## src/rtl/core/vector3_alu_defines.svh

```systemverilog
// Assertion macros shared by the vector3_alu RTL
`ifndef VECTOR3_ALU_DEFINES_SVH
`define VECTOR3_ALU_DEFINES_SVH

// same-cycle implication, disabled in reset
`define V3A_ASSERT_IMP(lbl, ante, cons, msg) \
  lbl: assert property (@(posedge clk) disable iff (!rst_n) (ante) |-> (cons)) \
    else $error(msg);

// next-cycle implication, disabled in reset
`define V3A_ASSERT_NXT(lbl, ante, cons, msg) \
  lbl: assert property (@(posedge clk) disable iff (!rst_n) (ante) |=> (cons)) \
    else $error(msg);

`endif

```

## src/rtl/core/v3a_pkg.sv

```systemverilog
// Types, constants and helpers for the vector3_alu pipeline
package v3a_pkg;

  localparam int SQ_STEPS  = 32;  // one root bit per cell
  localparam int DIV_STEPS = 17;  // normalize quotient never exceeds 2^16
  localparam int SQ_REM_W  = 36;
  localparam int NUM_W     = 48;

  typedef enum logic [2:0] {
    ACT_ADD   = 3'd0,
    ACT_SUB   = 3'd1,
    ACT_CROSS = 3'd2,
    ACT_MUL   = 3'd3,
    ACT_SCALE = 3'd4,
    ACT_LEN   = 3'd5,
    ACT_NORM  = 3'd6,
    ACT_NONE  = 3'd7
  } act_t;

  // item context carried down the chain
  typedef struct packed {
    act_t             act;
    logic [2:0][31:0] a;
    logic [2:0][31:0] res;
    logic             flag;
  } carry_t;

  typedef struct packed {
    carry_t                c;
    logic [63:0]           x;
    logic [31:0]           root;
    logic [SQ_REM_W-1:0]   rem;
  } sq_t;

  typedef struct packed {
    carry_t                      c;
    logic [31:0]                 mag;
    logic [2:0][31:0]            rem;
    logic [2:0][DIV_STEPS-1:0]   nlow;
    logic [2:0][DIV_STEPS-1:0]   q;
  } dv_t;

  localparam logic signed [64:0] Q_MAX = 65'sd2147483647;
  localparam logic signed [64:0] Q_MIN = -65'sd2147483648;

  // returns {clamped, value}
  function automatic logic [32:0] sat32(input logic signed [64:0] v);
    logic [32:0] r;
    if (v > Q_MAX) begin
      r = {1'b1, 32'h7FFF_FFFF};
    end else if (v < Q_MIN) begin
      r = {1'b1, 32'h8000_0000};
    end else begin
      r = {1'b0, v[31:0]};
    end
    return r;
  endfunction

endpackage

```

## src/rtl/core/v3a_div_cell.sv

```systemverilog
// One divider cell: one quotient bit for each of the three lanes
module v3a_div_cell (
  input  logic         clk,
  input  logic         rst_n,
  input  logic         en,
  input  logic         in_v,
  input  v3a_pkg::dv_t in_dv,
  output logic         out_v,
  output v3a_pkg::dv_t out_dv
);

  logic [32:0]  rem_s [3];
  v3a_pkg::dv_t dv_nxt, dv_r;
  logic         v_r;

  always_comb begin
    dv_nxt = in_dv;
    for (int i = 0; i < 3; i++) begin
      rem_s[i] = {in_dv.rem[i], in_dv.nlow[i][v3a_pkg::DIV_STEPS-1]};
      dv_nxt.nlow[i] = {in_dv.nlow[i][v3a_pkg::DIV_STEPS-2:0], 1'b0};
      if (rem_s[i] >= {1'b0, in_dv.mag}) begin
        dv_nxt.rem[i] = 32'(rem_s[i] - {1'b0, in_dv.mag});
        dv_nxt.q[i]   = {in_dv.q[i][v3a_pkg::DIV_STEPS-2:0], 1'b1};
      end else begin
        dv_nxt.rem[i] = rem_s[i][31:0];
        dv_nxt.q[i]   = {in_dv.q[i][v3a_pkg::DIV_STEPS-2:0], 1'b0};
      end
    end
  end

  always_ff @(posedge clk) begin
    if (!rst_n) begin
      v_r <= 1'b0;
    end else if (en) begin
      v_r <= in_v;
    end
    if (en) begin
      dv_r <= dv_nxt;
    end
  end

  assign out_v  = v_r;
  assign out_dv = dv_r;

endmodule

```

## config.mk

```make
export PLATFORM = sky130hd
export DESIGN_NAME = v3a_div_cell
export DESIGN_NICKNAME = d
export VERILOG_FILES = /design/src/rtl/core/vector3_alu_defines.svh /design/src/rtl/core/v3a_pkg.sv /design/src/rtl/core/v3a_div_cell.sv
export SDC_FILE = /design/constraint.sdc
export NUM_CORES = 1
export LEC_CHECK = 0
export BUFFER_PORTS_ARGS = -buffer_cell sky130_fd_sc_hd__buf_2
export CAP_MARGIN = 20
export CORE_AREA = 2 2 330 332
export DETAILED_ROUTE_END_ITERATION = 12
export DIE_AREA = 0 0 332 334
export GPL_TIMING_DRIVEN = 1
export PLACE_DENSITY = 0.45
export SLEW_MARGIN = 20
export SYNTH_ARGS = -nofsm -noshare
export SYNTH_HDL_FRONTEND = slang
export SYNTH_SLANG_ARGS = --single-unit
export TNS_END_PERCENT = 10
```

## constraint.sdc

```tcl
create_clock -name clk -period 5.29 [get_ports clk]
set_clock_uncertainty 0.05 [all_clocks]
set_input_delay 0.529 -clock clk [delete_from_list [all_inputs] [get_ports clk]]
set_output_delay 0.529 -clock clk [all_outputs]
set_load 0.05 [all_outputs]
```

After elaboration in Yosys (flattened, before gate mapping)
Index checks and enable logic that the tools add are counted.

Register bits after elaboration: 424. Output and inout port bits: 427.

Muxes and demuxes: 6. $add $sub $neg: 3. Magnitude comparators: 3.

Operator list (number): $ge A33 B32 Y1 (3); $mux W32 (3); $sub A32 B32 Y32 (3); $mux W1 (3).

Longest topological paths before layout
Gate-level depths: netlist of run 1.

Depth after elaboration: 2. Gate-level depth with buffers: 13. Gate-level depth less buffers: 11.

Worst setup path before layout of run 1
No wires, ideal clock.

Path kind: in2reg. Start point: in in_dv[201] in the netlist's numbering. End point: reg dv_r (netlist bit out_dv[112]) (data pin). Setup time: 0.260 ns. Stages on the path: 11. Path buffers: 1. Slack: 2.255 ns. Arrival time: 2.725 ns. Path through: inv_1 -> ha_1 -> and3_1 -> o21a_1 -> o31a_1 -> o31a_1 -> a21bo_1 -> o41ai_2 -> inv_2 -> buf_6 -> mux2_4.

RTL lines: start: declaration (line v3a_div_cell.sv:7) `input v3a_pkg::dv_t in_dv,`; end signal: assignment (line v3a_div_cell.sv:38) `dv_r <= dv_nxt;`; end: declaration (line v3a_div_cell.sv:13) `v3a_pkg::dv_t dv_nxt, dv_r;`.

==> summary.txt, run 1 <==
first-pass GRT wire length: 147000 µm
CP Launch Type: input port
WL final: 112000 µm
met2 usage: 34.8%
Core Util, Final: 28.3%
Slew Limit Headroom: 38.5%
Post-Syn Instances: 1487
#FFs+latches synth: 424
Post-Route Setup TNS: 0 ns
Design Power: 11200 µW
dominant cell type by area after synthesis: edfxtp_1
vias in the first global route: 17300
Longest Clk Path Bufs: 3
TritonCTS buffer count: 57
Routed Antenna Nets: 0
WL/cell: 27.0 µm
Clock Latency Late Sink: 0.65 ns
Final Max Slew Viols: 0
input/output buffers: 850
FF-to-FF End: out_v
die extent in x: 332 µm
gr busiest metal: met2
Hold/Removal Path Class: in2reg
antenna violations before repair: 51
hold_buf cts: 319
First DRT Iteration DRCs: 982
most frequent cells in the layout: buf_2, edfxtp_1, dlygate4sd3_1, a21oi_1, nor2_1
GR met3 Demand/Resource: 7.42%
R2R setup slack: 4.65 ns
initial core utilization: 18.1%
Hold Violations, Final: 0
CP startpoint: in_dv[201]
most frequently used flop master after synthesis: edfxtp_1
Ys Warns: 0
GPL Wtd Cong: 0.868
Critical Path Sink: out_dv[145]
Leak Pwr: 0.0129 µW
max cap viols: 0
die area: 111000 µm²
WP data required: 5.64 ns
Worst Max-Slew Pin Slew: 0.916 ns
commonest non-fill, non-tap cell in the layout: buf_2
top post-synthesis cells by area: edfxtp_1, ha_1, a21oi_1
TritonCTS clock tree: yes
worst vdd ir: 0.000251 V
cell depth of the worst flop-to-flop path: 2
I/O pin total: 857
fillers: 11400
Final Net Count: 3208
post-synthesis cell area: 19500 µm²
synthesis-to-finish area growth: 56.4%
Critical R2R Launch: out_v
Async SR Flop Fraction: 0%
critical path data arrival time: 4.38 ns
Setup Fix Bufs, Post-CTS: 0
final critical-path required period: 4.03 ns
final setup fails: 0
number of remaining DRC errors: 0
EDFF count, synth: 423
clock slew at reported path FFs: 0.05 ns
H-tree depth: 2
Core Box Area: 108000 µm²
Pre-antenna DRT Iters: 5
Final Cycle Share: 76.2%
Total GRT Usage: 19.4%
fmax: 248 MHz
Distinct cells, synth: 76
via density per instance: 4.17
outcome: complete, no violations
pin count of the biggest net entering global routing: 122
met1 Usage GRT: 20.9%
crit path max fanout: 46
layout cells sized above 1: 36.0%
Power Density: 365 nW/µm²
critical path type: in2reg
clk sinks: 424
Worst setup EP type: flop
post_cts resized: 0
HPWL after detailed placement: 92800 µm
Chip Height: 334 µm
register area share after synthesis: 65.2%
RSZ-0062 raised after global routing: false
vias after detailed routing: 17300
placement row count: 121
top-area cell type share of the netlist area: 65.1%
total gr overflow: 0
clk root buf: clkbuf_16
average size of a mapped cell: 13.1 µm²
worst min-delay path by stage:
stage,startpoint,end,slack (ns),cells after the start
finish,in_dv[202],out_dv[202],0.05,1
global route,in_dv[202],out_dv[202],0.007,1
CTS,in_dv[202],out_dv[202],0.0002,1
detailed placement,out_v,out_v,0.46,2
global placement,out_v,out_v,0.46,2
floorplan,in_dv[99],out_dv[100],0.58,0
critical path, cell delays in order:
cell	delay [ns]
dlygate4sd3_1	0.53
buf_2	0.13
inv_1	0.13
ha_1	0.39
nand4_1	0.16
a21oi_1	0.27
o31ai_2	0.11
buf_4	0.17
o31ai_4	0.40
a21oi_1	0.19
o31ai_4	0.63
buf_12	0.30
mux2_2	0.37
state kept, by name, indices dropped and copies added, names as in the netlist:
register  count
out_dv      423
out_v         1
report_power, final:
group	internal [µW]	total (µW)	switching [µW]	leakage, µW
sequential	4100	4190	93.8	0.00415
combinational	868	3140	2280	0.00783
clock	2160	3820	1660	0.000882
synthesized netlist by cell type, types with 23 or more instances:
cell and count:
a21o_1 44, edfxtp_1 423, inv_1 66, nand2_1 106, xor2_1 31, o21ai_0 97, clkbuf_1 30, nand4_1 23
a21oi_1 126, nor2_1 108, xnor2_1 39, ha_1 96
cells by family (layout without fill, tap and decap cells):
kind of cell             count (synthesis)  count (layout)  synth area share, %
flip-flops                             424             424                 65.2
other                                    1              16               0.0192
XOR/XNOR                                70              70                 3.14
adder cells (fa/ha/maj)                 99              99                 6.46
AND/OR/NAND/NOR                        350             350                 8.32
buffers and inverters                  121            1356                 2.64
AO/OA/AOI/OAI                          405             405                 13.2
multiplexers                            17              17                 1.05
per-layer routing:
metal	vias up	routed length (µm)
li1	8042	-
met1	8338	41700
met2	702	56900
met3	173	9510
met4	40	3850
met5	-	273
through the flow:
step	cell area (µm²)	hold slack, ns	instances	setup WS, ns
6_report	30500	0.0497	4151	1.26
4_1_cts	30500	0.000172	4138	1.19
2_1_floorplan	19500	0.578	1489	2.25
3_3_place_gp	25500	0.455	3715	1.01
3_5_place_dp	25500	0.458	3715	0.988
5_1_grt	30500	0.00678	4147	1.04
area by class of cell:
type / instances / area [µm²] / share of cell area (%)
sequential: 424 / 12700 / 41.7
timing repair buffer: 1185 / 7640 / 25.0
multi-input combinational: 944 / 6300 / 20.7
tap: 1414 / 1770 / 5.80
clock buffer: 68 / 1490 / 4.88
clock inverter: 36 / 317 / 1.04
inverter: 67 / 251 / 0.824
antenna: 13 / 32.5 / 0.107
(Power assumes the default switching activity.)
==> run 2, diff against run 1 <==
Settings changed: CORE_AREA 2 2 330 332 to 2 2 335 337, DIE_AREA 0 0 332 334 to 0 0 337 339.
Clock period 5.29 ns to 3.4 ns, I/O delays scaled along.
==> summary.txt, run 2 (synthesis gave the netlist of run 1 again) <==
CP cell instances: dlygate4sd3_1 -> buf_2 -> inv_1 -> ha_1 -> a211oi_1 -> nand2_1 -> a21o_1 -> o31a_1 -> a21bo_1 -> o41ai_4 -> inv_2 -> buf_12 -> mux2_4 (was dlygate4sd3_1 -> buf_2 -> inv_1 -> ha_1 -> nand4_1 -> a21oi_1 -> o31ai_2 -> buf_4 -> o31ai_4 -> a21oi_1 -> o31ai_4 -> buf_12 -> mux2_2)
GPL Wtd Cong: 0.864 (was 0.868)
most frequent cells in the layout: buf_2, edfxtp_1, dlygate4sd3_1, a21oi_1, buf_4 (was buf_2, edfxtp_1, dlygate4sd3_1, a21oi_1, nor2_1)
Leak Pwr: 0.0138 µW (was 0.0129 µW)
Chip Height: 339 µm (was 334 µm)
initial core utilization: 17.7% (was 18.1%)
critical path type: in2reg (unchanged)
number of remaining DRC errors: 0 (unchanged)
vias in the first global route: 17800 (was 17300)
layout cells sized above 1: 38.1% (was 36.0%)
placement row count: 122 (was 121)
Final Max Slew Viols: 0 (unchanged)
max FFs per register: 423 (unchanged)
commonest non-fill, non-tap cell in the layout: buf_2 (unchanged)
worst vdd ir: 0.000342 V (was 0.000251 V)
Worst Max-Slew Pin Slew: 0.659 ns (was 0.916 ns)
final setup margin: 0.130 ns (was 1.26 ns)
die area: 114000 µm² (was 111000 µm²)
Power Density: 545 nW/µm² (was 365 nW/µm²)
clk root buf: clkbuf_16 (unchanged)
via density per instance: 4.07 (was 4.17)
WL/cell: 25.3 µm (was 27.0 µm)
Final Cycle Share: 96.2%
Routed Antenna Nets: 0 (unchanged)
H-tree depth: 2 (unchanged)
First DRT Iteration DRCs: 1148 (was 982)
Hold/Removal Path Class: in2reg (unchanged)
crit path max fanout: 17 (was 46)
vias after detailed routing: 18000 (was 17300)
Buf/Inv on CP: 5 (unchanged)
max cap viols: 0 (unchanged)
CP max stage cell: dlygate4sd3_1 (was o31ai_4)
Longest Clk Path Bufs: 3 (unchanged)
Core Box Area: 110000 µm² (was 108000 µm²)
TritonCTS buffer count: 55 (was 57)
CP Launch Type: input port (unchanged)
TritonCTS clock tree: yes (unchanged)
Final Net Count: 3398 (was 3208)
WL final: 112000 µm (about the same)
Core Util, Final: 29.4% (was 28.3%)
clock slew at reported path FFs: 0.06 ns (was 0.05 ns)
top cell family by delay on the critical path: compound AO/OA/AOI/OAI gates (unchanged)
Hold Violations, Final: 0 (unchanged)
first-pass GRT wire length: 146000 µm (was 147000 µm)
die extent in x: 337 µm (was 332 µm)
outcome: complete, no violations (unchanged)
Slew Limit Headroom: 56.1% (was 38.5%)
clk sinks: 424 (unchanged)
fmax: 306 MHz
antenna violations before repair: 58 (was 51)
synthesis-to-finish area growth: 66.3% (was 56.4%)
HPWL after detailed placement: 92000 µm (was 92800 µm)
Placement Setup Slack: -0.0135 ns (was 0.988 ns)
pin count of the biggest net entering global routing: 69 (was 122)
Clock Latency Late Sink: 0.63 ns (was 0.65 ns)
critical path data arrival time: 3.60 ns (was 4.38 ns)
WP data required: 3.73 ns (was 5.64 ns)
I/O pin total: 857 (unchanged)
Pre-antenna DRT Iters: 5 (unchanged)
total gr overflow: 0 (unchanged)
final critical-path required period: 3.27 ns
hold slack: 0.0496 ns (was 0.0497 ns)
final setup fails: 0 (unchanged)
CP max stage delay: 0.60 ns (was 0.63 ns)
input/output buffers: 850 (unchanged)
Worst setup EP type: flop (unchanged)
Total GRT Usage: 18.6% (was 19.4%)
fillers: 11500 (was 11400)
Design Power: 17700 µW (was 11200 µW)
## run 2: cell types whose count changed in the layout (fill, tap and decap cells not counted), sizes merged, moves of 4 or more
cell / previous run / this run
bufinv: 3 / 7
diode: 13 / 24
clkinv: 28 / 23
clkbuf: 68 / 61
dlygate4sd3: 319 / 390
buf: 866 / 986
## run 2: worst paths after layout
path                            startpoint           to  slack (ns)  depth (start not counted)
worst min register to register       out_v        out_v        1.01                          3
worst min-delay path            in_dv[177]  out_dv[178]        0.05                          3
worst max register to register       out_v        out_v        2.21                          3
worst max-delay path            in_dv[205]  out_dv[123]        0.13                         13
## run 2: layout make-up
| class | instances | area, µm² | area share (%) |
|---|---|---|---|
| Sequential cell | 424 | 12700 | 39.2 |
| Timing Repair Buffer | 1377 | 9360 | 28.9 |
| Multi-Input combinational cell | 944 | 6380 | 19.7 |
| Tap cell | 1488 | 1860 | 5.74 |
| Clock buffer | 61 | 1400 | 4.31 |
| Clock inverter | 37 | 410 | 1.26 |
| Inverter | 67 | 255 | 0.786 |
| Antenna cell | 24 | 60.1 | 0.185 |
## run 2: stage by stage
stage	cell area (µm²)	setup TNS, ns	std cells
finish	32500	0	4422
global route	32400	-0.00922	4415
CTS	32300	0	4396
detailed placement	26600	-0.0135	3907
global placement	26600	-0.0142	3907
floorplan	19500	0	1489
## run 2: what timing repair did
item / CTS / global route
buffers inserted: 0 / 2
hold buffers: 391 / 0
hold endpoints to repair: 390 / 0
endpoints found under the setup margin: 0 / 29
gates resized for setup: 0 / 18
## run 2: report_power, final
part | total [µW] | switching (µW) | internal, µW
logic | 5150 | 3590 | 1560
registers | 6550 | 176 | 6370
clock network | 5970 | 2480 | 3490
## run 2: layer usage
metal | track usage, % | part of all wire (%) | up-vias
li1 | - | - | 8429
met1 | 21.9 | 39 | 8591
met2 | 30.5 | 46 | 744
met3 | 7.20 | 10 | 174
met4 | 7.17 | 4.3 | 42
met5 | 0 | 0.25 | -
## run 2: worst min-delay path, delay by kind of cell
kind            cells  cell delay (ns)
compound gates      1             0.09
simple gates        1             0.05
buf+inv             1             0.12
==> run 3, diff against run 2 <==
Settings changed: ABC_AREA from default to 1, CORE_AREA 2 2 335 337 to 2 2 338 340, CTS_CLUSTER_DIAMETER from default to 200, DIE_AREA 0 0 337 339 to 0 0 340 342, PLACE_DENSITY 0.45 to 0.47.
==> summary.txt, run 3 <==
Final Net Count: 4177 (was 3398)
I/O pin total: 857 (unchanged)
Longest Clk Path Bufs: 3 (unchanged)
initial core utilization: 19.4% (was 17.7%)
critical path type: in2reg (unchanged)
Chip Height: 342 µm (was 339 µm)
die extent in x: 340 µm (was 337 µm)
first-pass GRT wire length: 169000 µm (was 146000 µm)
CP cell instances: dlygate4sd3_1 -> buf_2 -> inv_1 -> ha_1 -> nand2_1 -> inv_1 -> nand2_1 -> nand2_1 -> nand2_1 -> nand2_1 -> nand2_1 -> nand3_2 -> nor2_4 -> nand2_8 -> buf_12 -> nand2_1 -> nand2_1 (was dlygate4sd3_1 -> buf_2 -> inv_1 -> ha_1 -> a211oi_1 -> nand2_1 -> a21o_1 -> o31a_1 -> a21bo_1 -> o41ai_4 -> inv_2 -> buf_12 -> mux2_4)
RSZ-0062 raised after global routing: false
Design Power: 17500 µW (was 17700 µW)
dominant cell type by area after synthesis: edfxtp_1 (unchanged)
Post-Route Setup TNS: 0 ns (unchanged)
total gr overflow: 0 (unchanged)
Core Util, Final: 30.1% (was 29.4%)
synthesis-to-finish area growth: 55.1% (was 66.3%)
GPL Wtd Cong: 0.914 (was 0.864)
Leak Pwr: 0.0165 µW (was 0.0138 µW)
antenna violations before repair: 66 (was 58)
WP data required: 3.74 ns (was 3.73 ns)
vias in the first global route: 20700 (was 17800)
Final Max Slew Viols: 0 (unchanged)
critical path data arrival time: 3.27 ns (was 3.60 ns)
#FFs+latches synth: 424 (unchanged)
CP max stage cell: dlygate4sd3_1 (unchanged)
HPWL after detailed placement: 106000 µm (was 92000 µm)
TritonCTS buffer count: 54 (was 55)
Core Box Area: 113000 µm² (was 110000 µm²)
input/output buffers: 850 (unchanged)
final critical-path required period: 2.93 ns (was 3.27 ns)
H-tree depth: 2 (unchanged)
die area: 116000 µm² (was 114000 µm²)
Hold Violations, Final: 0 (unchanged)
Final Cycle Share: 86.2% (was 96.2%)
most frequent cells in the layout: nand2_1, buf_2, edfxtp_1, dlygate4sd3_1, inv_1 (was buf_2, edfxtp_1, dlygate4sd3_1, a21oi_1, buf_4)
Hold Path Stages: 3 (unchanged)
cell depth of the worst setup path: 17 (was 13)
Ys Warns: 0 (unchanged)
Total GRT Usage: 21.2% (was 18.6%)
Routed Antenna Nets: 0 (unchanged)
WL final: 128000 µm (was 112000 µm)
average size of a mapped cell: 9.42 µm² (was 13.1 µm²)
max cap viols: 0 (unchanged)
Worst Max-Slew Pin Slew: 0.665 ns (was 0.659 ns)
clk root buf: clkbuf_16 (unchanged)
top-area cell type share of the netlist area: 57.8% (was 65.1%)
vias after detailed routing: 21000 (was 18000)
First DRT Iteration DRCs: 1328 (was 1148)
final setup fails: 0 (unchanged)
placed cells: 4701 (was 3907)
fin area: 34100 µm² (was 32500 µm²)
post-synthesis cell area: 22000 µm² (was 19500 µm²)
Power Density: 512 nW/µm² (was 545 nW/µm²)
Distinct cells, synth: 34 (was 76)
Area after DPL: 28300 µm² (was 26600 µm²)
most frequently used flop master after synthesis: edfxtp_1 (unchanged)
cell depth of the worst flop-to-flop path: 3 (unchanged)
Setup Fix Bufs, Post-CTS: 0 (unchanged)
Slew Limit Headroom: 55.7% (was 56.1%)
placement row count: 124 (was 122)
crit path max fanout: 28 (was 17)
cell with the most instances after synthesis: nand2_1 (was edfxtp_1)
Post-Syn Instances: 2334 (was 1487)
CP max stage delay: 0.59 ns (was 0.60 ns)
top cell family by delay on the critical path: buffers and inverters (was compound AO/OA/AOI/OAI gates)
number of remaining DRC errors: 0 (unchanged)
max FFs per register: 423 (unchanged)
outcome: complete, no violations (unchanged)
Async SR Flop Fraction: 0% (unchanged)
Hold/Removal Path Class: in2reg (unchanged)
worst vdd ir: 0.000433 V (was 0.000342 V)
Pre-antenna DRT Iters: 5 (unchanged)
top post-synthesis cells by area: edfxtp_1, nand2_1, inv_1 (was edfxtp_1, ha_1, a21oi_1)
Clock Latency Late Sink: 0.63 ns (about the same)
clk sinks: 424 (unchanged)
CP Launch Type: input port (unchanged)
via density per instance: 4.03 (was 4.07)
commonest non-fill, non-tap cell in the layout: nand2_1 (was buf_2)
Worst setup EP type: flop (unchanged)
register area share after synthesis: 57.9% (was 65.2%)
EDFF count, synth: 423 (unchanged)
clock slew at reported path FFs: 0.05 ns (was 0.06 ns)
Buf/Inv on CP: 5 (unchanged)
layout cells sized above 1: 28.0% (was 38.1%)
fmax: 341 MHz (was 306 MHz)
Non-Filler Instances: 5224 (was 4422)
pin count of the biggest net entering global routing: 73 (was 69)
top cells by count, synth: nand2_1, edfxtp_1, inv_1, nand3_1, nor2_1 (was edfxtp_1, a21oi_1, nor2_1, nand2_1, o21ai_0)
cell mode on critical path: nand2_1
WL/cell: 24.5 µm (was 25.3 µm)
TritonCTS clock tree: yes (unchanged)
fillers: 12100 (was 11500)
[run 3: cells by family after synthesis]
family / synth area share [%]
and+or+nand+nor: 25.1
buffers and inverters: 7.92
DFF: 57.9
adders and majority gates: 5.74
AOI/OAI and AO/OA: 1.70
xor gates and xnor gates: 1.67
other: 0.0171
[run 3: worst min-delay path, cell delays in order]
cell and delay (ns):
buf_2 0.12, nand3_1 0.08, nand2_1 0.06
[run 3: final timing paths]
path,from,end,slack (ns)
setup / recovery,in_dv[217],out_dv[115],0.47
hold / removal,in_dv[118],out_dv[119],0.02
setup reg to reg,out_v,out_v,2.14
hold reg to reg,out_v,out_v,1.06
[run 3: repair_timing]
| action | CTS | global route |
|---|---|---|
| endpoints found under the hold margin | 402 | 0 |
| setup endpoints to repair | 0 | 0 |
| resized for setup | 0 | 0 |
| hold buffers | 403 | 0 |
[run 3: cell type report]
class	count	area [µm²]	share of cell area, %
sequential	424	12700	37.3
clock inverter	26	288	0.844
multi-input combinational	1481	7530	22.1
tap	1512	1890	5.55
timing repair buffer	1287	8680	25.4
antenna	26	65.1	0.191
clock buffer	68	1420	4.18
inverter	400	1500	4.40
[run 3: where the power goes]
| part | internal, µW | switching [µW] | total (µW) |
|---|---|---|---|
| Clock | 3260 | 2470 | 5730 |
| Combinational | 1390 | 3810 | 5200 |
| Sequential | 6360 | 182 | 6540 |
[run 3: routing by layer]
metal,GRT usage (%),vias up,wire length [µm]
met5,0,-,235
li1,-,10200,-
met2,36.1,743,61100
met1,24.5,9902,49700
met3,8.18,161,12600
met4,6.70,40,4430
[run 3: per-stage QoR]
stage	hold slack, ns	worst slack (ns)
after detailed placement	0.468	0.368
after floorplan	0.383	1.36
after CTS	0.000409	0.453
after global placement	0.467	0.369
after global routing	0.0129	0.305
final	0.0250	0.470
