--- config.mk ---
export PLATFORM = sky130hd
export DESIGN_NAME = v3a_sqrt_cell
export DESIGN_NICKNAME = d
export VERILOG_FILES = /design/src/rtl/core/vector3_alu_defines.svh /design/src/rtl/core/v3a_pkg.sv /design/src/rtl/core/v3a_sqrt_cell.sv
export SDC_FILE = /design/constraint.sdc
export NUM_CORES = 1
export LEC_CHECK = 0
export BUFFER_PORTS_ARGS = -buffer_cell sky130_fd_sc_hd__buf_2
export CAP_MARGIN = 10
export CORE_AREA = 2 2 254 256
export DETAILED_ROUTE_END_ITERATION = 10
export DIE_AREA = 0 0 256 258
export MAX_ROUTING_LAYER = met4
export PLACE_DENSITY_LB_ADDON = 0.2
export SLEW_MARGIN = 20
export SYNTH_ARGS = -nofsm -noshare
export SYNTH_HDL_FRONTEND = slang
export SYNTH_SLANG_ARGS = --single-unit
--- constraint.sdc ---
create_clock -name clk -period 5.3 [get_ports clk]
set_input_delay 0 -clock clk [delete_from_list [all_inputs] [get_ports clk]]
set_output_delay 0 -clock clk [all_outputs]
set_load 0.02 [all_outputs]
--- src/rtl/core/vector3_alu_defines.svh ---
// Assertion macros shared by the vector3_alu RTL
`ifndef VECTOR3_ALU_DEFINES_SVH
`define VECTOR3_ALU_DEFINES_SVH

// same-cycle implication, disabled in reset
`define V3A_ASSERT_IMP(lbl, ante, cons, msg) \
  lbl: assert property (@(posedge clk) disable iff (!rst_n) (ante) |-> (cons)) \
    else $error(msg);

// next-cycle implication, disabled in reset
`define V3A_ASSERT_NXT(lbl, ante, cons, msg) \
  lbl: assert property (@(posedge clk) disable iff (!rst_n) (ante) |=> (cons)) \
    else $error(msg);

`endif

--- src/rtl/core/v3a_pkg.sv ---
// Types, constants and helpers for the vector3_alu pipeline
package v3a_pkg;

  localparam int SQ_STEPS  = 32;  // one root bit per cell
  localparam int DIV_STEPS = 17;  // normalize quotient never exceeds 2^16
  localparam int SQ_REM_W  = 36;
  localparam int NUM_W     = 48;

  typedef enum logic [2:0] {
    ACT_ADD   = 3'd0,
    ACT_SUB   = 3'd1,
    ACT_CROSS = 3'd2,
    ACT_MUL   = 3'd3,
    ACT_SCALE = 3'd4,
    ACT_LEN   = 3'd5,
    ACT_NORM  = 3'd6,
    ACT_NONE  = 3'd7
  } act_t;

  // item context carried down the chain
  typedef struct packed {
    act_t             act;
    logic [2:0][31:0] a;
    logic [2:0][31:0] res;
    logic             flag;
  } carry_t;

  typedef struct packed {
    carry_t                c;
    logic [63:0]           x;
    logic [31:0]           root;
    logic [SQ_REM_W-1:0]   rem;
  } sq_t;

  typedef struct packed {
    carry_t                      c;
    logic [31:0]                 mag;
    logic [2:0][31:0]            rem;
    logic [2:0][DIV_STEPS-1:0]   nlow;
    logic [2:0][DIV_STEPS-1:0]   q;
  } dv_t;

  localparam logic signed [64:0] Q_MAX = 65'sd2147483647;
  localparam logic signed [64:0] Q_MIN = -65'sd2147483648;

  // returns {clamped, value}
  function automatic logic [32:0] sat32(input logic signed [64:0] v);
    logic [32:0] r;
    if (v > Q_MAX) begin
      r = {1'b1, 32'h7FFF_FFFF};
    end else if (v < Q_MIN) begin
      r = {1'b1, 32'h8000_0000};
    end else begin
      r = {1'b0, v[31:0]};
    end
    return r;
  endfunction

endpackage

--- src/rtl/core/v3a_sqrt_cell.sv ---
// One square-root cell: settles one bit of the root
module v3a_sqrt_cell (
  input  logic         clk,
  input  logic         rst_n,
  input  logic         en,
  input  logic         in_v,
  input  v3a_pkg::sq_t in_sq,
  output logic         out_v,
  output v3a_pkg::sq_t out_sq
);

  logic [v3a_pkg::SQ_REM_W-1:0] rem_s, trial;
  v3a_pkg::sq_t                 sq_nxt, sq_r;
  logic                         v_r;

  always_comb begin
    rem_s  = {in_sq.rem[v3a_pkg::SQ_REM_W-3:0], in_sq.x[63:62]};
    trial  = {2'b00, in_sq.root, 2'b01};
    sq_nxt = in_sq;
    sq_nxt.x = {in_sq.x[61:0], 2'b00};
    if (rem_s >= trial) begin
      sq_nxt.rem  = rem_s - trial;
      sq_nxt.root = {in_sq.root[30:0], 1'b1};
    end else begin
      sq_nxt.rem  = rem_s;
      sq_nxt.root = {in_sq.root[30:0], 1'b0};
    end
  end

  always_ff @(posedge clk) begin
    if (!rst_n) begin
      v_r <= 1'b0;
    end else if (en) begin
      v_r <= in_v;
    end
    if (en) begin
      sq_r <= sq_nxt;
    end
  end

  assign out_v  = v_r;
  assign out_sq = sq_r;

endmodule

# Word-level counts from Yosys, hierarchy flattened
# Index checks and enable logic that the tools add are counted.
[totals]
reg_bits = 327
in_bits = 332
out_inout_bits = 329
elab_cells = 15
[op_classes]
addsub = 1
order_cmp = 1
mux = 1
[ops]
columns = ["op", "count"]
rows = [
  ["$mux 37", 1],
  ["$ge 36x34->1", 1],
  ["$sub 36x34->36", 1],
]

# Depth between registers and ports, before layout
# Gate-level depths: netlist of run 1.
[logic_depth]
ltp_word = 2
depth_mapped = 13
ltp_nobuf = 11

# Worst setup path before layout of run 1
# OpenSTA, ideal clock, no wires.
[synth_timing]
path_type = "input -> register"
start = "input in_sq[39] (netlist bit)"
end = "register sq_r (netlist bit out_sq[33]), data pin"
setup_ps = 262
arrival_time_ps = 2187
t_required_ps = 5038
setup_slack_ps = 2851
cell_stages = 11
path_buffers = 1
cell_sequence = "inv_1 > ha_1 > a21o_1 > or3_1 > o22ai_2 > a31oi_1 > o22a_2 > a31oi_4 > inv_2 > buf_6 > mux2_1"
[synth_lines]
columns = ["item", "line", "source"]
rows = [
  ["start: declaration", "v3a_sqrt_cell.sv:7", "input v3a_pkg::sq_t in_sq,"],
  ["end signal: assignment", "v3a_sqrt_cell.sv:37", "sq_r <= sq_nxt;"],
  ["end: declaration", "v3a_sqrt_cell.sv:13", "v3a_pkg::sq_t sq_nxt, sq_r;"],
]

==> results.py, run 1 <==
metrics = {
    "run_status": {
        "outcome": "finished, final reports clean",
    },
    "clock_tree": {
        "cts_setup_buffers": 0,
        "postCtsHoldBufs": 329,
        "clkTransAtPathRegs_ns": 0.06,
        "cts_tree": "yes",
        "cts-root-buf": "clkbuf_16",
        "htree_levels": 2,
        "clock_latency_ns": 0.57,
        "cts_resized": 0,
        "clock-sinks": 327,
        "cts_buffers": 42,
        "clk_path_buf_depth": 3,
    },
    "sta": {
        "slew_violations": 0,
        "relSlewSlack_pct": 35.93,
        "fin_setup_tns_ns": 0,
        "clock_skew_ns": 0,
        "fmax_mhz": 260.6,
        "hold_viol": 0,
        "min_period_ns": 3.837,
        "rsz0062_at_grt": "false",
        "fin_crit_sh_pct": 72.40,
        "max_slew.worst_pin.slew_ns": 0.9610,
        "report.final.setup_viol": 0,
    },
    "yosys": {
        "syn-cell-area_um2": 12330,
        "post-synth-top-count-cell": "edfxtp_1",
        "synth_area_leader_cell": "edfxtp_1",
        "ys_types": 63,
        "synth_compound_area_share_pct": 7.386,
        "ys_ff_latch": 327,
        "syn_inst": 710,
        "synthSimpleGateAreaFrac_pct": 4.606,
        "synth_fa_ha_area_share_pct": 3.450,
        "synth_edf_count": 326,
        "synth-xor-area-share_pct": 2.060,
        "seq_area_frac_synth_pct": 79.55,
        "syn-mean-instance-area_um2": 17.37,
        "synthTopCellsByCount": "edfxtp_1, a21oi_1, inv_1",
        "ys_async_sr_fraction_pct": 0,
        "synth_area_leaders": "edfxtp_1, ha_1, a21oi_1, xnor2_1, inv_1",
        "synth_top_family_by_area": "compound AO/OA/AOI/OAI gates",
        "yosysTopAreaCellShare_pct": 79.38,
        "synth_flop_cell": "edfxtp_1",
        "ys_warn_count": 0,
        "synthMuxAreaShare_pct": 0.9233,
    },
    "layout": {
        "area.sequential_um2": 9809,
        "num-fill-cells": 6388,
        "fin_nets": 2096,
        "multi_input_area_um2": 2280,
        "drive_gt1_share_pct": 41.56,
        "fin_cells": 2624,
        "syn2layout_area_growth_pct": 72.32,
    },
    "floorplan": {
        "rows": 93,
        "die_width_um": 256,
        "boundaryPins": 661,
        "floorplan.die_area_um2": 66050,
        "design.core.area_um2": 63650,
        "die_h_um": 258,
        "start_util_pct": 19.37,
    },
    "setup_path": {
        "worst-path-max-fanout": 35,
        "end_kind": "register",
        "start_kind": "input port",
        "max_stage_delay_ns": 0.64,
        "crit_family": "buffers and inverters",
        "slowest_stage": "dlygate4sd3_1",
        "critical_path_class": "in -> reg",
        "crit_buf_inv": 5,
        "path_cells": "dlygate4sd3_1, buf_2, inv_1, ha_1, and4_1, nor4b_2, nand2_1, o21ai_1, a211o_1, a31oi_4, inv_2, o211ai_1, xnor2_1, dlygate4sd3_1",
        "crit_arrival_ns": 4.14,
        "cpMostUsedCell": "dlygate4sd3_1",
        "crit_required_ns": 5.60,
    },
    "global_route": {
        "grt_pass1_wl_um": 72480,
        "overflow": 0,
        "track_usage_pct": 15.27,
        "grt_pass1_vias": 10715,
        "grt_max_degree": 137,
        "antenna_found_initial": 13,
    },
    "drt": {
        "via_per_inst": 3.871,
        "drt_wl_total_um": 50930,
        "ant_nets": 0,
        "wl_per_cell_um": 19.41,
        "wl_met3_um": 3758,
        "met1Wirelength_um": 18610,
        "routed-wl-met2_um": 27110,
        "vias": 10157,
        "highest_layer": "met4",
        "drtIter0Drc": 534,
        "drc_errors": 0,
        "firstDrtPassIters": 5,
    },
    "pwr": {
        "power.density_nw_per_um2": 336.5,
        "intPower_uw": 5165,
        "ir_drop_uv": 215.6,
        "share_comb_of_total_power_pct": 18.3,
        "power.leakage_uw": 0.008995,
        "p_switching_uw": 1985,
        "p_sw_share_pct": 27.76,
        "clockPowerShare_pct": 37.4,
        "sequentialPowerShare_pct": 44.3,
    },
    "place": {
        "io_buffers": 656,
        "routabilityCongestion": 0.8454,
        "dp_hpwl_um": 38680,
        "placed_cells": 2212,
    },
    "hold_path": {
        "min_path_type": "in -> reg",
    },
    "flow_run": {
        "maxCapViolations": 0,
    },
}
## stage by stage
step | util, % | total power, uW | area, um2 | setup slack [ns] | hold WS (ns)
3_5_place_dp | 26.17 | 4337 | 16660 | 1.822 | 0.1781
4_1_cts | 33.35 | 7294 | 21230 | 1.446 | 0.09359
3_3_place_gp | 26.17 | 4336 | 16660 | 1.866 | 0.1761
2_1_floorplan | - | 3790 | 12340 | 2.851 | 0.09887
5_1_grt | 33.39 | 7464 | 21250 | 1.107 | 0.1148
6_report | 33.39 | 7151 | 21250 | 1.463 | 0.1436
## final cells by class
class,count,area share [%]
timing repair buffer,989,31.19
sequential,327,46.16
clock inverter,20,0.8479
tap,855,5.034
clock buffer,53,5.140
inverter,44,0.7772
multi-input combinational,326,10.73
antenna,10,0.1178
## final timing paths
path                                         endpoint               start  cells after the start  slack (ns)
worst max-delay path             out_sq[35]$_DFFE_PP_           in_sq[53]                     14        1.46
worst min-delay path            out_sq[253]$_DFFE_PP_          in_sq[253]                      2        0.14
worst max register to register     out_v$_SDFFE_PN0P_  out_v$_SDFFE_PN0P_                      3        4.16
worst min register to register     out_v$_SDFFE_PN0P_  out_v$_SDFFE_PN0P_                      3        1.06
## cell usage in the layout, fill, tap and decap left out, types with 11 or more instances in the layout
cell type / Yosys / routed
inv_1: 43 / 43
nand3_1: 12 / 12
a21oi_1: 55 / 55
o21ai_0: 19 / 19
edfxtp_1: 326 / 326
xnor2_1: 20 / 20
nand2_1: 22 / 22
clkbuf_16: 0 / 42
nor2_1: 42 / 42
clkbuf_1: 2 / 11
ha_1: 34 / 34
a21o_1: 12 / 12
dlygate4sd3_1: 0 / 329
buf_2: 7 / 655
## power groups by stage
| stage | sequential [uW] | clock, uW | combinational, uW |
|---|---|---|---|
| after detailed placement | 3220 | 0 | 1120 |
| after floorplan | 3530 | 0 | 265 |
| after global routing | 3190 | 2870 | 1400 |
| after CTS | 3170 | 2790 | 1340 |
| final | 3170 | 2670 | 1310 |
| after global placement | 3220 | 0 | 1120 |
## sequential cells by signal (all words and copies together) (netlist names)
signal / flops
out_v: 1
out_sq: 326
## kinds of logic after synthesis
kind of cell / count (synthesis)
flip-flops: 327
AO/OA/AOI/OAI: 138
AND/OR/NAND/NOR: 114
buffers and inverters: 58
adder cells (fa/ha/maj): 34
XOR/XNOR: 29
multiplexers: 9
other: 1
## layer usage
layer / vias up / track usage [%]
met5: - / -
met4: 0 / 4.581
met3: 71 / 4.918
met2: 395 / 27.66
met1: 4900 / 15.71
li1: 4791 / -
## worst reg2reg max path: stages, from the launching register on
cell and delay, ns:
dfxtp_1 0.30, mux2i_1 0.12, nor2b_1 0.06, dlygate4sd3_1 0.55
No activity file was read; power rests on OpenSTA's default activity.
==> inputs of run 2 (changes only) <==
--- a/config.mk
+++ b/config.mk
@@ -5,11 +5,12 @@
 export SDC_FILE = /design/constraint.sdc
 export NUM_CORES = 1
 export LEC_CHECK = 0
+export ABC_AREA = 1
 export BUFFER_PORTS_ARGS = -buffer_cell sky130_fd_sc_hd__buf_2
 export CAP_MARGIN = 10
-export CORE_AREA = 2 2 254 256
+export CORE_AREA = 2 2 259 261
 export DETAILED_ROUTE_END_ITERATION = 10
-export DIE_AREA = 0 0 256 258
+export DIE_AREA = 0 0 261 263
 export MAX_ROUTING_LAYER = met4
 export PLACE_DENSITY_LB_ADDON = 0.2
 export SLEW_MARGIN = 20
==> constraint.sdc (replaced) <==
create_clock -name clk -period 3.45 [get_ports clk]
set_input_delay 0 -clock clk [delete_from_list [all_inputs] [get_ports clk]]
set_output_delay 0 -clock clk [all_outputs]
set_load 0.02 [all_outputs]
==> results.py, run 2 <==
metrics = {
    "run_status": {
        "outcome": "did not finish",
        "stop_stage": "detailed routing",
        "error": "[ERROR DRT-0255] Maze Route cannot find path of net clk in worker of routeBox ( 241500 96600 ) ( 261000 144900 ).",
    },
    "yosys": {
        "synth_flop_cell": "edfxtp_1",
        "synth_fa_ha_area_share_pct": 3.237,
        "synthTopCellsByCount": "edfxtp_1, nand2_1, inv_1",
        "synth_edf_count": 326,
        "synthMuxAreaShare_pct": 0,
        "ys_async_sr_fraction_pct": 0,
        "seq_area_frac_synth_pct": 74.63,
        "syn-mean-instance-area_um2": 12.79,
        "synth_compound_area_share_pct": 1.647,
        "post-synth-top-count-cell": "edfxtp_1",
        "syn_inst": 1028,
        "ys_ff_latch": 327,
        "syn-cell-area_um2": 13140,
        "synth_area_leader_cell": "edfxtp_1",
        "synth_area_leaders": "edfxtp_1, nand2_1, inv_1, ha_1, nor2_1",
        "ys_types": 30,
        "synthSimpleGateAreaFrac_pct": 14.72,
        "yosysTopAreaCellShare_pct": 74.48,
        "synth_top_family_by_area": "simple AND/OR/NAND/NOR gates",
        "synth-xor-area-share_pct": 1.133,
        "ys_warn_count": 0,
    },
    "clock_tree": {
        "htree_levels": 2,
        "cts-root-buf": "clkbuf_16",
        "clock-sinks": 327,
        "cts_resized": 0,
        "cts_buffers": 40,
        "clk_path_buf_depth": 3,
    },
    "floorplan": {
        "rows": 94,
        "boundaryPins": 661,
        "start_util_pct": 20.03,
        "die_h_um": 263,
        "die_width_um": 261,
    },
    "global_route": {
        "grt_pass1_vias": 11919,
        "overflow": 0,
        "grt_max_degree": 82,
        "grt_pass1_wl_um": 80310,
        "antenna_found_initial": 19,
        "track_usage_pct": 16.52,
    },
    "place": {
        "io_buffers": 656,
        "dp_hpwl_um": 45340,
        "routabilityCongestion": 0.8993,
    },
}
run 2: metrics by stage:
| stage | area, um2 | setup WS, ns | utilization, % | hold WS (ns) | instances |
|---|---|---|---|---|---|
| after floorplan | 13150 | 1.819 | - | 0.09346 | 1029 |
| after global placement | 17510 | 1.081 | 26.68 | 0.1769 | 2547 |
| after detailed placement | 17510 | 1.068 | 26.68 | 0.1781 | 2547 |
| after CTS | 22140 | 0.9727 | 33.74 | 0.09291 | 2949 |
| after global routing | 22180 | 0.7990 | 33.80 | 0.1225 | 2964 |
run 2: cell families after synthesis:
family,count (synthesis)
buffers and inverters,146
AND/OR/NAND/NOR,465
AO/OA/AOI/OAI,38
other,1
flip-flops,327
adder cells (fa/ha/maj),34
XOR/XNOR,17
run 2: timing repair:
action	CTS	global route
endpoints found under the hold margin	374	0
buffers inserted	0	0
hold buffers	328	0
run 2: routing by layer:
metal and GRT usage [%]:
met1 16.68, met2 30.12, met3 4.025, met4 6.956
met5 -
==> inputs of run 3 (changes only) <==
--- a/config.mk
+++ b/config.mk
@@ -8,11 +8,10 @@
 export ABC_AREA = 1
 export BUFFER_PORTS_ARGS = -buffer_cell sky130_fd_sc_hd__buf_2
 export CAP_MARGIN = 10
-export CORE_AREA = 2 2 259 261
+export CORE_AREA = 2 2 253 255
 export DETAILED_ROUTE_END_ITERATION = 10
-export DIE_AREA = 0 0 261 263
-export MAX_ROUTING_LAYER = met4
-export PLACE_DENSITY_LB_ADDON = 0.2
+export DIE_AREA = 0 0 255 257
+export PLACE_DENSITY_LB_ADDON = 0.15
 export SLEW_MARGIN = 20
 export SYNTH_ARGS = -nofsm -noshare
 export SYNTH_HDL_FRONTEND = slang
==> constraint.sdc (replaced) <==
create_clock -name clk -period 4.49 [get_ports clk]
set_input_delay 0 -clock clk [delete_from_list [all_inputs] [get_ports clk]]
set_output_delay 0 -clock clk [all_outputs]
set_load 0.02 [all_outputs]
==> results.py, run 3 <==
metrics = {
    "run_status": {
        "outcome": "finished, final reports clean",
    },
    "sta": {
        "hold_viol": 0,
        "min_period_ns": 2.486,
        "fin_setup_tns_ns": 0,
        "fin_crit_sh_pct": 55.36,
        "max_slew.worst_pin.slew_ns": 0.6765,
        "rsz0062_at_grt": "false",
        "slew_violations": 0,
        "clock_skew_ns": 0,
        "relSlewSlack_pct": 54.90,
        "fmax_mhz": 402.3,
        "report.final.setup_viol": 0,
    },
    "place": {
        "dp_hpwl_um": 44480,
        "routabilityCongestion": 0.8708,
        "placed_cells": 2526,
        "io_buffers": 656,
    },
    "clock_tree": {
        "cts-root-buf": "clkbuf_16",
        "cts_resized": 0,
        "cts_tree": "yes",
        "cts_buffers": 40,
        "clk_path_buf_depth": 3,
        "clock_latency_ns": 0.56,
        "postCtsHoldBufs": 328,
        "htree_levels": 2,
        "cts_setup_buffers": 0,
        "clock-sinks": 327,
        "clkTransAtPathRegs_ns": 0.07,
    },
    "setup_path": {
        "cpMostUsedCell": "nand2_1",
        "worst-path-max-fanout": 37,
        "max_stage_delay_ns": 0.63,
        "path_cells": "dlygate4sd3_1, buf_2, inv_1, ha_1, nand2_2, nor2_2, nand2_1, nor2_1, nand2_1, nand3_2, nand3_4, nand2_8, inv_6, nand2_1, nand2_1",
        "crit_arrival_ns": 2.79,
        "r2r-end": "out_v$_SDFFE_PN0P_",
        "r2r-start": "out_v$_SDFFE_PN0P_",
        "slowest_stage": "dlygate4sd3_1",
        "start_kind": "input port",
        "reg2reg_depth": 3,
        "crit_required_ns": 4.79,
        "r2r_slack_ns": 3.27,
        "critical_path_class": "in -> reg",
        "end_kind": "register",
    },
    "layout": {
        "mostFrequentLayoutCell": "buf_2",
        "syn2layout_area_growth_pct": 67.85,
        "largest_reg_flops": 326,
        "fin_nets": 2416,
        "most-common-layout-cells": "buf_2, dlygate4sd3_1, edfxtp_1",
        "fin_cells": 2939,
        "drive_gt1_share_pct": 35.49,
    },
    "yosys": {
        "synth_area_leader_cell": "edfxtp_1",
        "synth_area_leaders": "edfxtp_1, nand2_1, inv_1, ha_1, nor2_1",
        "synth_edf_count": 326,
        "synthTopCellsByCount": "edfxtp_1, nand2_1, inv_1",
        "syn-cell-area_um2": 13140,
        "syn-mean-instance-area_um2": 12.79,
        "seq_area_frac_synth_pct": 74.63,
        "ys_warn_count": 0,
        "ys_ff_latch": 327,
        "yosysTopAreaCellShare_pct": 74.48,
        "synth_flop_cell": "edfxtp_1",
        "ys_async_sr_fraction_pct": 0,
        "ys_types": 30,
        "post-synth-top-count-cell": "edfxtp_1",
        "syn_inst": 1028,
    },
    "drt": {
        "drtIter0Drc": 619,
        "drc_errors": 0,
        "via_per_inst": 3.898,
        "ant_nets": 0,
        "vias": 11456,
        "firstDrtPassIters": 4,
        "wl_per_cell_um": 19.35,
        "drt_wl_total_um": 56880,
    },
    "global_route": {
        "grt_max_degree": 116,
        "overflow": 0,
        "grt_pass1_wl_um": 78940,
        "track_usage_pct": 16.68,
        "grt_pass1_vias": 12036,
        "antenna_found_initial": 17,
    },
    "floorplan": {
        "die_width_um": 255,
        "rows": 92,
        "start_util_pct": 20.95,
        "floorplan.die_area_um2": 65540,
        "design.core.area_um2": 62740,
        "die_h_um": 257,
        "boundaryPins": 661,
    },
    "pwr": {
        "power.density_nw_per_um2": 387.7,
        "power.leakage_uw": 0.01002,
        "ir_drop_uv": 223.3,
    },
    "hold_path": {
        "hold_depth": 6,
        "holdCritStartpoint": "in_sq[67]",
        "hold_end": "out_sq[33]$_DFFE_PP_",
        "min_path_type": "in -> reg",
    },
    "flow_run": {
        "maxCapViolations": 0,
    },
}
-- run 3: cell counts after synthesis --
Identical to the previous run, type by type.
-- run 3: cell type report --
| cell class | count | area [um2] |
|---|---|---|
| diodes | 11 | 27.53 |
| clock buffers | 49 | 1035 |
| clock inverters | 25 | 252.7 |
| fillers | 6451 | 40670 |
| inverters | 138 | 523.0 |
| multi-input cells | 556 | 2733 |
| flip-flops and latches | 327 | 9809 |
| well taps | 846 | 1059 |
| repair buffers | 987 | 6624 |
-- run 3: how the worst max path moves through the flow --
| stage | from | end | slack (ns) |
|---|---|---|---|
| after global routing | in_sq[52] | out_sq[23]$_DFFE_PP_ | 1.78 |
| final | in_sq[52] | out_sq[17]$_DFFE_PP_ | 2.00 |
| after detailed placement | in_sq[52] | out_sq[23]$_DFFE_PP_ | 2.10 |
| after global placement | in_sq[52] | out_sq[26]$_DFFE_PP_ | 2.14 |
| after CTS | in_sq[52] | out_sq[23]$_DFFE_PP_ | 1.95 |
| after floorplan | in_sq[56] | out_sq[31]$_DFFE_PP_ | 2.86 |
-- run 3: through the flow --
| stage | setup slack (ns) | hold slack (ns) | util (%) | cell area [um2] | total power, uW |
|---|---|---|---|---|---|
| floorplan | 2.859 | 0.09346 | - | 13150 | 4494 |
| global route | 1.778 | 0.1171 | 35.15 | 22050 | 8949 |
| finish | 2.004 | 0.09473 | 35.17 | 22060 | 8553 |
| CTS | 1.945 | 0.05759 | 35.12 | 22030 | 8731 |
| global placement | 2.143 | 0.1773 | 27.84 | 17460 | 5175 |
| detailed placement | 2.100 | 0.1783 | 27.84 | 17460 | 5171 |
-- run 3: kinds of logic (layout without fill, tap and decap cells) --
group | count (synthesis) | after routing | share of synthesized area (%)
AND/OR/NAND/NOR | 465 | 465 | 14.72
other | 1 | 13 | 0.02853
buffers and inverters | 146 | 1199 | 4.607
AO/OA/AOI/OAI | 38 | 38 | 1.647
flip-flops | 327 | 327 | 74.63
XOR/XNOR | 17 | 17 | 1.133
adder cells (fa/ha/maj) | 34 | 34 | 3.237
-- run 3: power by group --
group | switching (uW) | internal [uW] | leakage [uW]
combinational | 992 | 607 | 0.00620
clock | 1330 | 1890 | 0.000624
sequential | 65.9 | 3670 | 0.00320
total | 2390 | 6160 | 0.0100
-- run 3: critical path: cells and delay by family --
family | cells | cell delay [ns]
adders and majority gates | 1 | 0.38
buffers and inverters | 4 | 1.06
and+or+nand+nor | 10 | 1.27
-- run 3: metal layers --
| metal | vias to the layer above | wire length [um] | track usage [%] |
|---|---|---|---|
| li1 | 5510 | - | - |
| met1 | 5443 | 20810 | 17.36 |
| met2 | 404 | 29920 | 31.27 |
| met3 | 91 | 3271 | 3.621 |
| met4 | 8 | 2823 | 8.138 |
| met5 | - | 49 | 0 |
==> inputs of run 4 (changes only) <==
==> constraint.sdc (replaced) <==
create_clock -name clk -period 2.6 [get_ports clk]
set_input_delay 0 -clock clk [delete_from_list [all_inputs] [get_ports clk]]
set_output_delay 0 -clock clk [all_outputs]
set_load 0.02 [all_outputs]
==> results.py, run 4 (same netlist as run 3, synthesis figures left out) <==
metrics = {
    "floorplan": {
        "die_width_um": 255,
        "boundaryPins": 661,
        "die_h_um": 257,
        "floorplan.die_area_um2": 65540,
        "design.core.area_um2": 62740,
        "rows": 92,
        "start_util_pct": 20.95,
    },
    "setup_path": {
        "worst-path-max-fanout": 35,
        "r2r-start": "out_v$_SDFFE_PN0P_",
        "end_kind": "register",
        "r2r_slack_ns": 1.41,
        "start_kind": "input port",
        "critical_path_class": "in -> reg",
        "r2r-end": "out_v$_SDFFE_PN0P_",
        "crit_required_ns": 2.89,
        "crit_path_end": "out_sq[34]$_DFFE_PP_",
        "reg2reg_depth": 3,
        "critPathLaunch": "in_sq[52]",
        "crit_arrival_ns": 2.59,
    },
    "clock_tree": {
        "cts_tree": "yes",
        "clk_path_buf_depth": 3,
        "clkTransAtPathRegs_ns": 0.06,
        "cts_resized": 0,
        "cts-root-buf": "clkbuf_16",
        "cts_buffers": 41,
        "clock_latency_ns": 0.55,
        "clock-sinks": 327,
        "cts_setup_buffers": 0,
        "htree_levels": 2,
    },
    "layout": {
        "syn2layout_area_growth_pct": 68.70,
        "mostFrequentLayoutCell": "buf_2",
        "fin_nets": 2424,
        "drive_gt1_share_pct": 35.92,
        "most-common-layout-cells": "buf_2, dlygate4sd3_1, edfxtp_1",
        "finalInstanceArea_um2": 22170,
        "largest_reg_flops": 326,
    },
    "sta": {
        "report.final.setup_viol": 0,
        "rsz0062_at_grt": "false",
        "min_period_ns": 2.306,
        "fin_setup_tns_ns": 0,
        "worst_slack_ns": 0.2936,
        "clock_skew_ns": 0,
        "hold_viol": 0,
        "fmax_mhz": 433.6,
        "slew_violations": 0,
        "fin_crit_sh_pct": 88.71,
    },
    "flow_run": {
        "maxCapViolations": 0,
    },
    "global_route": {
        "grt_pass1_vias": 11995,
        "antenna_found_initial": 15,
        "overflow": 0,
        "grt_pass1_wl_um": 78620,
        "track_usage_pct": 16.57,
        "grt_max_degree": 75,
    },
    "run_status": {
        "outcome": "finished, final reports clean",
    },
    "place": {
        "routabilityCongestion": 0.8699,
        "dp_hpwl_um": 44670,
        "io_buffers": 656,
        "place_ws_ns": 0.4028,
        "place_area_um2": 17530,
    },
    "drt": {
        "drtIter0Drc": 562,
        "via_per_inst": 3.879,
        "ant_nets": 0,
        "drc_errors": 0,
        "wl_per_cell_um": 19.29,
        "vias": 11416,
        "drt_wl_total_um": 56770,
        "firstDrtPassIters": 5,
    },
    "pwr": {
        "power.leakage_uw": 0.01008,
        "ir_drop_uv": 431.7,
        "power.density_nw_per_um2": 675.0,
    },
    "hold_path": {
        "min_path_type": "in -> reg",
    },
}
[run 4: report_power, final]
| part | internal, uW | switching [uW] |
|---|---|---|
| combinational | 1060 | 1710 |
| sequential | 6340 | 116 |
| clock | 3380 | 2370 |
[run 4: layer usage]
layer	vias up	routed length [um]	global-route usage (%)	share of wire (%)
met5	-	65	0	0.11
met4	10	2454	7.212	4.3
met3	93	3380	3.601	6.0
met2	404	30230	31.44	53
met1	5380	20630	17.26	36
li1	5529	-	-	-
[run 4: how the worst min path moves through the flow]
stage | from | endpoint | slack [ns] | cells after the start
after global routing | in_sq[311] | out_sq[311]$_DFFE_PP_ | 0.12 | 2
after CTS | in_sq[67] | out_sq[33]$_DFFE_PP_ | 0.09 | 6
final | in_sq[311] | out_sq[311]$_DFFE_PP_ | 0.15 | 2
after detailed placement | in_sq[320] | out_sq[320]$_DFFE_PP_ | 0.18 | 1
after floorplan | en | out_v$_SDFFE_PN0P_ | 0.09 | 1
after global placement | in_sq[171] | out_sq[171]$_DFFE_PP_ | 0.18 | 1
[run 4: per-stage QoR]
| stage | util (%) | total power, uW | hold WS (ns) | std cells |
|---|---|---|---|---|
| after detailed placement | 27.94 | 8943 | 0.1781 | 2533 |
| after CTS | 35.32 | 15260 | 0.09322 | 2937 |
| after global placement | 27.94 | 8948 | 0.1774 | 2533 |
| after global routing | 35.34 | 15640 | 0.1166 | 2941 |
| final | 35.35 | 14970 | 0.1514 | 2943 |
| after floorplan | - | 7760 | 0.09346 | 1029 |
[run 4: critical path, stage by stage]
cell and delay, ns:
dlygate4sd3_1 0.61, buf_2 0.20, inv_1 0.06, ha_1 0.35, nand2_2 0.12, inv_1 0.04, nand2_1 0.05, nand2_1 0.10
a21oi_1 0.22, nand3_2 0.17, nand3_4 0.12, nand2_8 0.14, inv_6 0.31, a21oi_2 0.06
[run 4: final cells by class]
type                    count  area [um2]
inverters                 138       523.0
well taps                 846        1059
repair buffers            994        6689
flip-flops and latches    327        9809
multi-input cells         556        2733
clock inverters            29       276.5
diodes                      6       15.01
clock buffers              47        1070
fillers                  6401       40560
[run 4: timing repair]
action	in CTS	in global routing
endpoints found under the setup margin	0	0
endpoints found under the hold margin	362	0
hold buffers	328	0
